==> src/rtl/core/msva_pkg.sv <==
package msva_pkg;

  localparam int COORD_BITS = 16;
  localparam int IN_W       = 16;
  localparam int EXT_W      = (COORD_BITS > IN_W) ? COORD_BITS : IN_W;
  localparam int MIN_W      = 2 * COORD_BITS + 1;
  localparam int PROD_W     = 3 * COORD_BITS + 1;
  localparam int DET_W      = 3 * COORD_BITS + 3;
  localparam int ACC_W      = 64;
  localparam int VOL_W      = 62;

  // floor(n / 6) = (n * ceil(2^66 / 6)) >> 66 for any 64-bit magnitude n
  localparam int HALF_W      = ACC_W / 2;
  localparam int WIDE_W      = 2 * ACC_W;
  localparam int RECIP_SHIFT = ACC_W + 2;
  localparam logic [ACC_W-1:0] RECIP6 = 64'hAAAA_AAAA_AAAA_AAAB;
  localparam int DIV_STEPS   = 4;

  localparam int CALC_STEPS = 10;
  localparam int CNT_MAX    = (CALC_STEPS > DIV_STEPS) ? CALC_STEPS : DIV_STEPS;
  localparam int CNT_W      = $clog2(CNT_MAX);
  localparam logic [CNT_W-1:0] CALC_LAST = CNT_W'(CALC_STEPS - 1);
  localparam logic [CNT_W-1:0] DIV_LAST  = CNT_W'(DIV_STEPS - 1);

  typedef logic signed [IN_W-1:0]       in_coord_t;
  typedef logic signed [COORD_BITS-1:0] coord_t;
  typedef logic signed [MIN_W-1:0]      minor_t;
  typedef logic signed [PROD_W-1:0]     prod_t;
  typedef logic signed [DET_W-1:0]      det_t;
  typedef logic signed [ACC_W-1:0]      six_t;
  typedef logic signed [VOL_W-1:0]      vol_t;

  typedef enum logic [2:0] {
    ST_IDLE,
    ST_CALC,
    ST_ACC,
    ST_DIV,
    ST_OUT
  } state_e;

  typedef enum logic [3:0] {
    MS_Y2Z3,
    MS_Y3Z2,
    MS_Y3Z1,
    MS_Y1Z3,
    MS_Y1Z2,
    MS_Y2Z1,
    MS_X1M,
    MS_X2M,
    MS_X3M
  } mul_sel_e;

  typedef enum logic [1:0] {
    DET_HOLD,
    DET_LOAD,
    DET_ADD
  } det_op_e;

  // partial product of magnitude half times reciprocal half
  typedef enum logic [1:0] {
    PP_LL,
    PP_LH,
    PP_HL,
    PP_HH
  } pp_sel_e;

  typedef struct packed {
    logic     capture;
    mul_sel_e mul_sel;
    logic     hold_en;
    logic     minor_en;
    det_op_e  det_op;
    logic     acc_en;
    logic     div_step;
    pp_sel_e  pp_sel;
    logic     out_load;
  } ctl_cmd_t;

  typedef struct packed {
    logic last;
    logic out_free;
  } dp_sts_t;

  // keep the low COORD_BITS bits of a coordinate and sign extend them
  function automatic coord_t sext_coord(in_coord_t v);
    logic [EXT_W-1:0] w;
    w = EXT_W'(unsigned'(v));
    return coord_t'(w[COORD_BITS-1:0]);
  endfunction

endpackage

==> src/rtl/core/msva_ctrl.sv <==
module msva_ctrl (
  input  logic              clk_i,
  input  logic              rst_ni,
  input  logic              in_valid_i,
  output logic              in_stall_o,
  input  msva_pkg::dp_sts_t sts_i,
  output msva_pkg::ctl_cmd_t cmd_o
);
  import msva_pkg::*;

  state_e           state_q, state_d;
  logic [CNT_W-1:0] cnt_q, cnt_d;

  always_ff @(posedge clk_i or negedge rst_ni) begin
    if (!rst_ni) begin
      state_q <= ST_IDLE;
      cnt_q   <= '0;
    end else begin
      state_q <= state_d;
      cnt_q   <= cnt_d;
    end
  end

  always_comb begin
    state_d = state_q;
    cnt_d   = cnt_q;
    unique case (state_q)
      ST_IDLE: begin
        cnt_d = '0;
        if (in_valid_i) state_d = ST_CALC;
      end
      ST_CALC: begin
        if (cnt_q == CALC_LAST) begin
          state_d = ST_ACC;
          cnt_d   = '0;
        end else begin
          cnt_d = cnt_q + 1'b1;
        end
      end
      ST_ACC: begin
        cnt_d   = '0;
        state_d = sts_i.last ? ST_DIV : ST_IDLE;
      end
      ST_DIV: begin
        if (cnt_q == DIV_LAST) begin
          state_d = ST_OUT;
          cnt_d   = '0;
        end else begin
          cnt_d = cnt_q + 1'b1;
        end
      end
      ST_OUT: begin
        if (sts_i.out_free) state_d = ST_IDLE;
      end
      default: state_d = ST_IDLE;
    endcase
  end

  // multiplier schedule: two y*z products form a minor, then x*minor joins the sum
  always_comb begin
    cmd_o          = '0;
    cmd_o.mul_sel  = MS_Y2Z3;
    cmd_o.det_op   = DET_HOLD;
    cmd_o.pp_sel   = PP_LL;
    in_stall_o     = 1'b1;
    unique case (state_q)
      ST_IDLE: begin
        in_stall_o    = 1'b0;
        cmd_o.capture = in_valid_i;
      end
      ST_CALC: begin
        unique case (cnt_q)
          CNT_W'(0): cmd_o.mul_sel = MS_Y2Z3;
          CNT_W'(1): begin
            cmd_o.mul_sel = MS_Y3Z2;
            cmd_o.hold_en = 1'b1;
          end
          CNT_W'(2): begin
            cmd_o.mul_sel  = MS_Y3Z1;
            cmd_o.minor_en = 1'b1;
          end
          CNT_W'(3): begin
            cmd_o.mul_sel = MS_Y1Z3;
            cmd_o.hold_en = 1'b1;
          end
          CNT_W'(4): begin
            cmd_o.mul_sel  = MS_X1M;
            cmd_o.minor_en = 1'b1;
          end
          CNT_W'(5): begin
            cmd_o.mul_sel = MS_Y1Z2;
            cmd_o.det_op  = DET_LOAD;
          end
          CNT_W'(6): begin
            cmd_o.mul_sel = MS_Y2Z1;
            cmd_o.hold_en = 1'b1;
          end
          CNT_W'(7): begin
            cmd_o.mul_sel  = MS_X2M;
            cmd_o.minor_en = 1'b1;
          end
          CNT_W'(8): begin
            cmd_o.mul_sel = MS_X3M;
            cmd_o.det_op  = DET_ADD;
          end
          CNT_W'(9): cmd_o.det_op = DET_ADD;
          default: cmd_o.det_op = DET_HOLD;
        endcase
      end
      ST_ACC:  cmd_o.acc_en   = 1'b1;
      ST_DIV: begin
        cmd_o.div_step = 1'b1;
        unique case (cnt_q)
          CNT_W'(0): cmd_o.pp_sel = PP_LL;
          CNT_W'(1): cmd_o.pp_sel = PP_LH;
          CNT_W'(2): cmd_o.pp_sel = PP_HL;
          default:   cmd_o.pp_sel = PP_HH;
        endcase
      end
      ST_OUT:  cmd_o.out_load = sts_i.out_free;
      default: cmd_o.det_op   = DET_HOLD;
    endcase
  end

endmodule

==> src/rtl/core/msva_datapath.sv <==
module msva_datapath (
  input  logic               clk_i,
  input  logic               rst_ni,
  input  msva_pkg::ctl_cmd_t cmd_i,
  output msva_pkg::dp_sts_t  sts_o,
  input  msva_pkg::in_coord_t first_x_i,
  input  msva_pkg::in_coord_t first_y_i,
  input  msva_pkg::in_coord_t first_z_i,
  input  msva_pkg::in_coord_t second_x_i,
  input  msva_pkg::in_coord_t second_y_i,
  input  msva_pkg::in_coord_t second_z_i,
  input  msva_pkg::in_coord_t apex_x_i,
  input  msva_pkg::in_coord_t apex_y_i,
  input  msva_pkg::in_coord_t apex_z_i,
  input  logic               last_triangle_i,
  output logic               out_valid_o,
  input  logic               out_stall_i,
  output msva_pkg::six_t     six_volume_o,
  output msva_pkg::vol_t     mesh_volume_o,
  output logic               saturated_o
);
  import msva_pkg::*;

  coord_t x1_q, y1_q, z1_q, x2_q, y2_q, z2_q, x3_q, y3_q, z3_q;
  logic   last_q;

  minor_t mul_a;
  coord_t mul_b;
  prod_t  prod_d, prod_q;
  minor_t hold_q, minor_q;
  det_t   det_q;

  six_t   acc_q, det_ext, sum, sat_sum;
  logic   ovf_q, ovf;

  six_t   res_six_q;
  logic   res_sat_q, neg_q;
  logic [ACC_W-1:0]  div_num_q;
  logic [WIDE_W-1:0] div_acc_q;
  logic [HALF_W-1:0] pp_a, pp_b;
  logic [ACC_W-1:0]  pp;
  logic [WIDE_W-1:0] pp_ext;
  logic [VOL_W-1:0]  quo;

  logic   out_valid_q;
  six_t   out_six_q;
  vol_t   out_vol_q;
  logic   out_sat_q;

  always_ff @(posedge clk_i) begin
    if (cmd_i.capture) begin
      x1_q   <= sext_coord(first_x_i);
      y1_q   <= sext_coord(first_y_i);
      z1_q   <= sext_coord(first_z_i);
      x2_q   <= sext_coord(second_x_i);
      y2_q   <= sext_coord(second_y_i);
      z2_q   <= sext_coord(second_z_i);
      x3_q   <= sext_coord(apex_x_i);
      y3_q   <= sext_coord(apex_y_i);
      z3_q   <= sext_coord(apex_z_i);
      last_q <= last_triangle_i;
    end
  end

  always_comb begin
    mul_a = MIN_W'(y2_q);
    mul_b = z3_q;
    unique case (cmd_i.mul_sel)
      MS_Y2Z3: begin mul_a = MIN_W'(y2_q); mul_b = z3_q; end
      MS_Y3Z2: begin mul_a = MIN_W'(y3_q); mul_b = z2_q; end
      MS_Y3Z1: begin mul_a = MIN_W'(y3_q); mul_b = z1_q; end
      MS_Y1Z3: begin mul_a = MIN_W'(y1_q); mul_b = z3_q; end
      MS_Y1Z2: begin mul_a = MIN_W'(y1_q); mul_b = z2_q; end
      MS_Y2Z1: begin mul_a = MIN_W'(y2_q); mul_b = z1_q; end
      MS_X1M:  begin mul_a = minor_q;      mul_b = x1_q; end
      MS_X2M:  begin mul_a = minor_q;      mul_b = x2_q; end
      MS_X3M:  begin mul_a = minor_q;      mul_b = x3_q; end
      default: begin mul_a = minor_q;      mul_b = x1_q; end
    endcase
  end

  assign prod_d = mul_a * mul_b;

  always_ff @(posedge clk_i) begin
    prod_q <= prod_d;
    if (cmd_i.hold_en)  hold_q  <= minor_t'(prod_q[MIN_W-1:0]);
    if (cmd_i.minor_en) minor_q <= hold_q - minor_t'(prod_q[MIN_W-1:0]);
    unique case (cmd_i.det_op)
      DET_LOAD: det_q <= DET_W'(prod_q);
      DET_ADD:  det_q <= det_q + DET_W'(prod_q);
      default:  det_q <= det_q;
    endcase
  end

  // saturating accumulate
  assign det_ext = ACC_W'(det_q);
  assign sum     = acc_q + det_ext;
  assign ovf     = (acc_q[ACC_W-1] == det_ext[ACC_W-1]) && (sum[ACC_W-1] != acc_q[ACC_W-1]);
  assign sat_sum = !ovf ? sum :
                   acc_q[ACC_W-1] ? {1'b1, {(ACC_W-1){1'b0}}} : {1'b0, {(ACC_W-1){1'b1}}};

  always_ff @(posedge clk_i or negedge rst_ni) begin
    if (!rst_ni) begin
      acc_q <= '0;
      ovf_q <= 1'b0;
    end else if (cmd_i.acc_en) begin
      if (last_q) begin
        acc_q <= '0;
        ovf_q <= 1'b0;
      end else begin
        acc_q <= sat_sum;
        ovf_q <= ovf_q | ovf;
      end
    end
  end

  // magnitude times the reciprocal of six, one 32x32 partial product a cycle
  always_comb begin
    pp_a = div_num_q[HALF_W-1:0];
    pp_b = RECIP6[HALF_W-1:0];
    unique case (cmd_i.pp_sel)
      PP_LL: begin
        pp_a = div_num_q[HALF_W-1:0];
        pp_b = RECIP6[HALF_W-1:0];
      end
      PP_LH: begin
        pp_a = div_num_q[HALF_W-1:0];
        pp_b = RECIP6[ACC_W-1:HALF_W];
      end
      PP_HL: begin
        pp_a = div_num_q[ACC_W-1:HALF_W];
        pp_b = RECIP6[HALF_W-1:0];
      end
      PP_HH: begin
        pp_a = div_num_q[ACC_W-1:HALF_W];
        pp_b = RECIP6[ACC_W-1:HALF_W];
      end
    endcase
  end

  assign pp = pp_a * pp_b;

  always_comb begin
    pp_ext = {{ACC_W{1'b0}}, pp};
    unique case (cmd_i.pp_sel)
      PP_LL:        pp_ext = {{ACC_W{1'b0}}, pp};
      PP_LH, PP_HL: pp_ext = {{HALF_W{1'b0}}, pp, {HALF_W{1'b0}}};
      PP_HH:        pp_ext = {pp, {ACC_W{1'b0}}};
    endcase
  end

  always_ff @(posedge clk_i) begin
    if (cmd_i.acc_en && last_q) begin
      res_six_q <= sat_sum;
      res_sat_q <= ovf_q | ovf;
      neg_q     <= sat_sum[ACC_W-1];
      div_num_q <= sat_sum[ACC_W-1] ? (ACC_W)'(-sat_sum) : (ACC_W)'(sat_sum);
      div_acc_q <= '0;
    end else if (cmd_i.div_step) begin
      div_acc_q <= div_acc_q + pp_ext;
    end
  end

  assign quo = div_acc_q[WIDE_W-1:RECIP_SHIFT];

  always_ff @(posedge clk_i or negedge rst_ni) begin
    if (!rst_ni) begin
      out_valid_q <= 1'b0;
    end else if (cmd_i.out_load) begin
      out_valid_q <= 1'b1;
    end else if (!out_stall_i) begin
      out_valid_q <= 1'b0;
    end
  end

  always_ff @(posedge clk_i) begin
    if (cmd_i.out_load) begin
      out_six_q <= res_six_q;
      out_vol_q <= neg_q ? vol_t'(-quo) : vol_t'(quo);
      out_sat_q <= res_sat_q;
    end
  end

  assign sts_o.last     = last_q;
  assign sts_o.out_free = !out_valid_q || !out_stall_i;

  assign out_valid_o   = out_valid_q;
  assign six_volume_o  = out_six_q;
  assign mesh_volume_o = out_vol_q;
  assign saturated_o   = out_sat_q;

endmodule

==> src/rtl/core/mesh_signed_volume_accumulator_core.sv <==
// channel   direction  handshake                 payload
// in        input      in_valid_i / in_stall_o   three vertices, last_triangle_i
// out       output     out_valid_o / out_stall_i six_volume_o, mesh_volume_o, saturated_o
//
// a triangle is handled as capture, 10 steps through one shared multiplier, then accumulate
// a last triangle adds a divide by six (one 32x32 partial product of a
// reciprocal multiply a cycle) and a load of the output register
// a stalled output holds the block until the register frees up
// reset clears the accumulator, the saturation flag and the output valid
// one transaction is in flight at a time; in_stall_o is low only when idle
module mesh_signed_volume_accumulator_core (
  input  logic                clk_i,
  input  logic                rst_ni,
  input  logic                in_valid_i,
  output logic                in_stall_o,
  input  msva_pkg::in_coord_t first_x_i,
  input  msva_pkg::in_coord_t first_y_i,
  input  msva_pkg::in_coord_t first_z_i,
  input  msva_pkg::in_coord_t second_x_i,
  input  msva_pkg::in_coord_t second_y_i,
  input  msva_pkg::in_coord_t second_z_i,
  input  msva_pkg::in_coord_t apex_x_i,
  input  msva_pkg::in_coord_t apex_y_i,
  input  msva_pkg::in_coord_t apex_z_i,
  input  logic                last_triangle_i,
  output logic                out_valid_o,
  input  logic                out_stall_i,
  output msva_pkg::six_t      six_volume_o,
  output msva_pkg::vol_t      mesh_volume_o,
  output logic                saturated_o
);
  import msva_pkg::*;

  ctl_cmd_t cmd;
  dp_sts_t  sts;

  msva_ctrl u_ctrl (
    .clk_i      (clk_i),
    .rst_ni     (rst_ni),
    .in_valid_i (in_valid_i),
    .in_stall_o (in_stall_o),
    .sts_i      (sts),
    .cmd_o      (cmd)
  );

  msva_datapath u_datapath (
    .clk_i           (clk_i),
    .rst_ni          (rst_ni),
    .cmd_i           (cmd),
    .sts_o           (sts),
    .first_x_i       (first_x_i),
    .first_y_i       (first_y_i),
    .first_z_i       (first_z_i),
    .second_x_i      (second_x_i),
    .second_y_i      (second_y_i),
    .second_z_i      (second_z_i),
    .apex_x_i        (apex_x_i),
    .apex_y_i        (apex_y_i),
    .apex_z_i        (apex_z_i),
    .last_triangle_i (last_triangle_i),
    .out_valid_o     (out_valid_o),
    .out_stall_i     (out_stall_i),
    .six_volume_o    (six_volume_o),
    .mesh_volume_o   (mesh_volume_o),
    .saturated_o     (saturated_o)
  );

endmodule
==> config.mk <==
export PLATFORM = sky130hd
export DESIGN_NAME = mesh_signed_volume_accumulator_core
export DESIGN_NICKNAME = d
export VERILOG_FILES = /design/src/rtl/core/msva_pkg.sv /design/src/rtl/core/msva_ctrl.sv /design/src/rtl/core/msva_datapath.sv /design/src/rtl/core/mesh_signed_volume_accumulator_core.sv
export SDC_FILE = /design/constraint.sdc
export NUM_CORES = 2
export LEC_CHECK = 0
export ABC_AREA = 1
export BUFFER_PORTS_ARGS = -buffer_cell sky130_fd_sc_hd__buf_2
export CAP_MARGIN = 10
export CORE_ASPECT_RATIO = 0.6
export CORE_MARGIN = 5
export CORE_UTILIZATION = 45
export DETAILED_ROUTE_END_ITERATION = 7
export GPL_TIMING_DRIVEN = 1
export HOLD_SLACK_MARGIN = 0.05
export PLACE_DENSITY = 0.73
export REMOVE_ABC_BUFFERS = 1
export SYNTH_ARGS = -nofsm -noshare
export SYNTH_HDL_FRONTEND = slang
export SYNTH_SLANG_ARGS = --single-unit
==> constraint.sdc <==
create_clock -name clk_i -period 13.2 [get_ports clk_i]
set_input_delay 0.66 -clock clk_i [delete_from_list [all_inputs] [get_ports clk_i]]
set_output_delay 0.66 -clock clk_i [all_outputs]
set_load 0.05 [all_outputs]
==> metrics.yaml <==
outcome:
  status: "complete, no violations"
grt:
  grt_pass1_wl_um: 524000
  grt_pass1_vias: 74060
  grt_max_degree: 155
  grt-ovfl-total: 0
  globalRouteTotalUtil: 0.356
  antenna_found_initial: 16
placed_design:
  io_buffers: 277
  dp_worst_setup_slack_ns: 0.405
  dp_hpwl_um: 310000
  gp_congestion: 1.14
layout:
  area_growth_pct: 11.3
  drive_gt1_frac: 0.0868
  fin_nets: 13445
worst_setup_path:
  reg2reg_setup_slack_ns: 0.29
  start_kind: "register"
  cp.required_ns: 13.80
  end_kind: "register"
  crit_type: "register to register"
  cpMostUsedCell: "inv_1"
  critPathMaxStageDelay_ns: 0.55
  cp_max_fo: 15
  cpMaxStageDelayCell: "fa_1"
  worstPathArrival_ns: 13.51
synthesis:
  synth_edf_count: 517
  ys_ff_latch: 767
  syn_avg_cell_area_um2: 7.83
  syn-cell-area_um2: 87200
  synth_cells: 11140
  yosysWarnings: 0
  seq_area_frac_synth: 0.240
  synth_cell_type_count: 69
  ys.flop_type: "edfxtp_1"
  synthArstFlopShare: 0.0952
die:
  initial_core_util: 0.451
  ios: 278
  die_x_um: 578
  die_y_um: 351
  num_rows: 125
  die_area_um2: 203000
  core-area_um2: 193000
timing:
  slew_viol_final: 0
  slew-limit-headroom: 0.112
  setup_viol: 0
  worstMarginPinSlew_ns: 1.32
  fin_skew_ns: 0.0502
  fmax_mhz: 77.5
  setup_ws_ns: 0.293
  period_minus_slack_ns: 12.91
  hold_viol_final: 0
  fin_crit_sh: 0.978
clock_tree:
  clock_sinks: 767
  cts_root_buf: "clkbuf_16"
  clock_latency_ns: 0.75
  cts_tree: "done"
  path_clk_slew_ns: 0.07
  h-tree-depth: 3
  cts_buffers: 81
  clockBufferDepth: 3
routing:
  drc: 0
  drtIter0Drc: 11973
  drtAntennaViolNets: 0
  totalWireLength_um: 368000
  routed_via_density: 5.63
  dr_total_vias: 80872
  wl_per_cell_um: 25.6
  drtPass1Iterations: 8
min_path:
  hold_class: "input port to register"
flow_run:
  cap_viol_max_count: 0
state kept, by name, summed over array words and instances, names as in the netlist, 33 cells and up:
name                      count
u_datapath.acc_q             64
u_datapath.det_q             51
u_datapath.div_acc_q        128
u_datapath.div_num_q         64
u_datapath.hold_q            33
u_datapath.mesh_volume_o     62
u_datapath.minor_q           33
u_datapath.prod_q            49
u_datapath.res_six_q         62
u_datapath.six_volume_o      64
path summary, 6_finish.rpt:
kind | from | to | depth (start not counted)
setup / recovery | u_ctrl.cnt_q[0] | u_datapath.div_acc_q[108] | 54
hold / removal | second_z_i[15] | u_datapath.z2_q[15] | 1
setup reg to reg | u_ctrl.cnt_q[0] | u_datapath.div_acc_q[108] | 54
hold reg to reg | u_datapath.res_six_q[56] | u_datapath.six_volume_o[56] | 0
max in group asynchronous | rst_ni | u_datapath.acc_q[37] | 1
min in group asynchronous | rst_ni | u_datapath.acc_q[29] | 1
what timing repair did:
action	in CTS	in global routing
resized for setup	0	31
hold buffers	1	0
hold endpoints to repair	1	0
setup endpoints to repair	0	80
setup buffers	0	4
cells in the mapped netlist, drive strengths merged, types with 6 or more instances:
cell | n | area (um2)
nor3 | 77 | 400
clkbuf | 98 | 368
dfxtp | 177 | 3540
o211ai | 43 | 323
or2 | 48 | 300
a221oi | 12 | 130
o221ai | 23 | 201
o21bai | 95 | 713
a31oi | 90 | 569
nand3b | 8 | 60.1
nand3 | 392 | 1980
mux2 | 6 | 67.6
and2 | 13 | 81.3
a32oi | 7 | 61.3
xnor2 | 136 | 1190
o21a | 34 | 255
nor2 | 1156 | 4420
inv | 2447 | 9200
nand4 | 77 | 503
xor2 | 240 | 2100
o22ai | 54 | 338
buf | 92 | 513
a21oi | 638 | 3230
edfxtp | 517 | 15500
ha | 735 | 9200
fa | 864 | 17300
a21o | 54 | 405
a21boi | 23 | 173
nor4 | 35 | 219
a22oi | 11 | 82.6
dfrtp | 73 | 1830
o21ai | 638 | 3390
nand2 | 2196 | 8290
final cells by class:
cell class                      count  area (um2)
Antenna cell                        4        10.0
Clock buffer                       98        2180
Clock inverter                     54         714
Fill cell                       18768       96100
Inverter                         2451        9220
Multi-Input combinational cell   7732       56400
Sequential cell                   767       20900
Tap cell                         2603        3260
Timing Repair Buffer              664        4410
per-stage QoR:
stage	hold slack, ns	area (um2)	instances	TNS [ns]	utilization
final	0.104	97100	14373	0	0.503
after global routing	0.0760	97100	14370	-0.0386	0.503
after CTS	0.0511	96900	14365	0	0.502
after detailed placement	0.405	94000	14212	0	0.487
after global placement	0.403	94000	14212	0	0.487
after floorplan	0.364	86300	10950	-394.66	-
critical path, delay by kind of cell, from the launching register on:
family                   cells  cell delay, ns
adder cells (fa/ha/maj)     12            4.90
AO/OA/AOI/OAI               18            3.87
buffers and inverters       14            1.64
AND/OR/NAND/NOR              8            1.26
XOR/XNOR                     2            0.64
flip-flops                   1            0.42
logic make-up after synthesis:
kind of cell	count (synthesis)	share of synthesized area
and+or+nand+nor	4008	0.187
muxes	6	0.000775
buffers and inverters	2641	0.116
DFF	767	0.240
AOI/OAI and AO/OA	1743	0.115
xor gates and xnor gates	376	0.0378
adders and majority gates	1599	0.304
cells in the final DEF (no fill, tap or decap), drive strengths merged, types with 8 or more instances in the layout:
cell type and n:
clkinv 33, nor3 77, nor2 1156, xor2 240
or2 48, fa 864, a21boi 23, ha 735
o221ai 23, a221oi 12, a31oi 90, nor4 35
nand4 77, and2 13, o21a 34, o22ai 54
o21bai 95, nand2 2196, bufinv 10, o211ai 43
inv 2454, buf 663, nand3 392, clkinvlp 8
a22oi 11, clkbuf 98, xnor2 136, o21ai 638
a21oi 638, dfrtp 73, dfxtp 177, a21o 54
edfxtp 517, nand3b 8
routing by layer:
metal / GRT usage / vias up / wire length [um]
met5: 0.0966 / - / 2670
li1: - / 36342 / -
met1: 0.557 / 38599 / 171000
met4: 0.0517 / 59 / 6140
met2: 0.381 / 5450 / 114000
met3: 0.232 / 422 / 74400
Power is left out: the tool's default activity adds up to more than one toggle a clock period on the data nets, which glitch-free logic cannot reach.
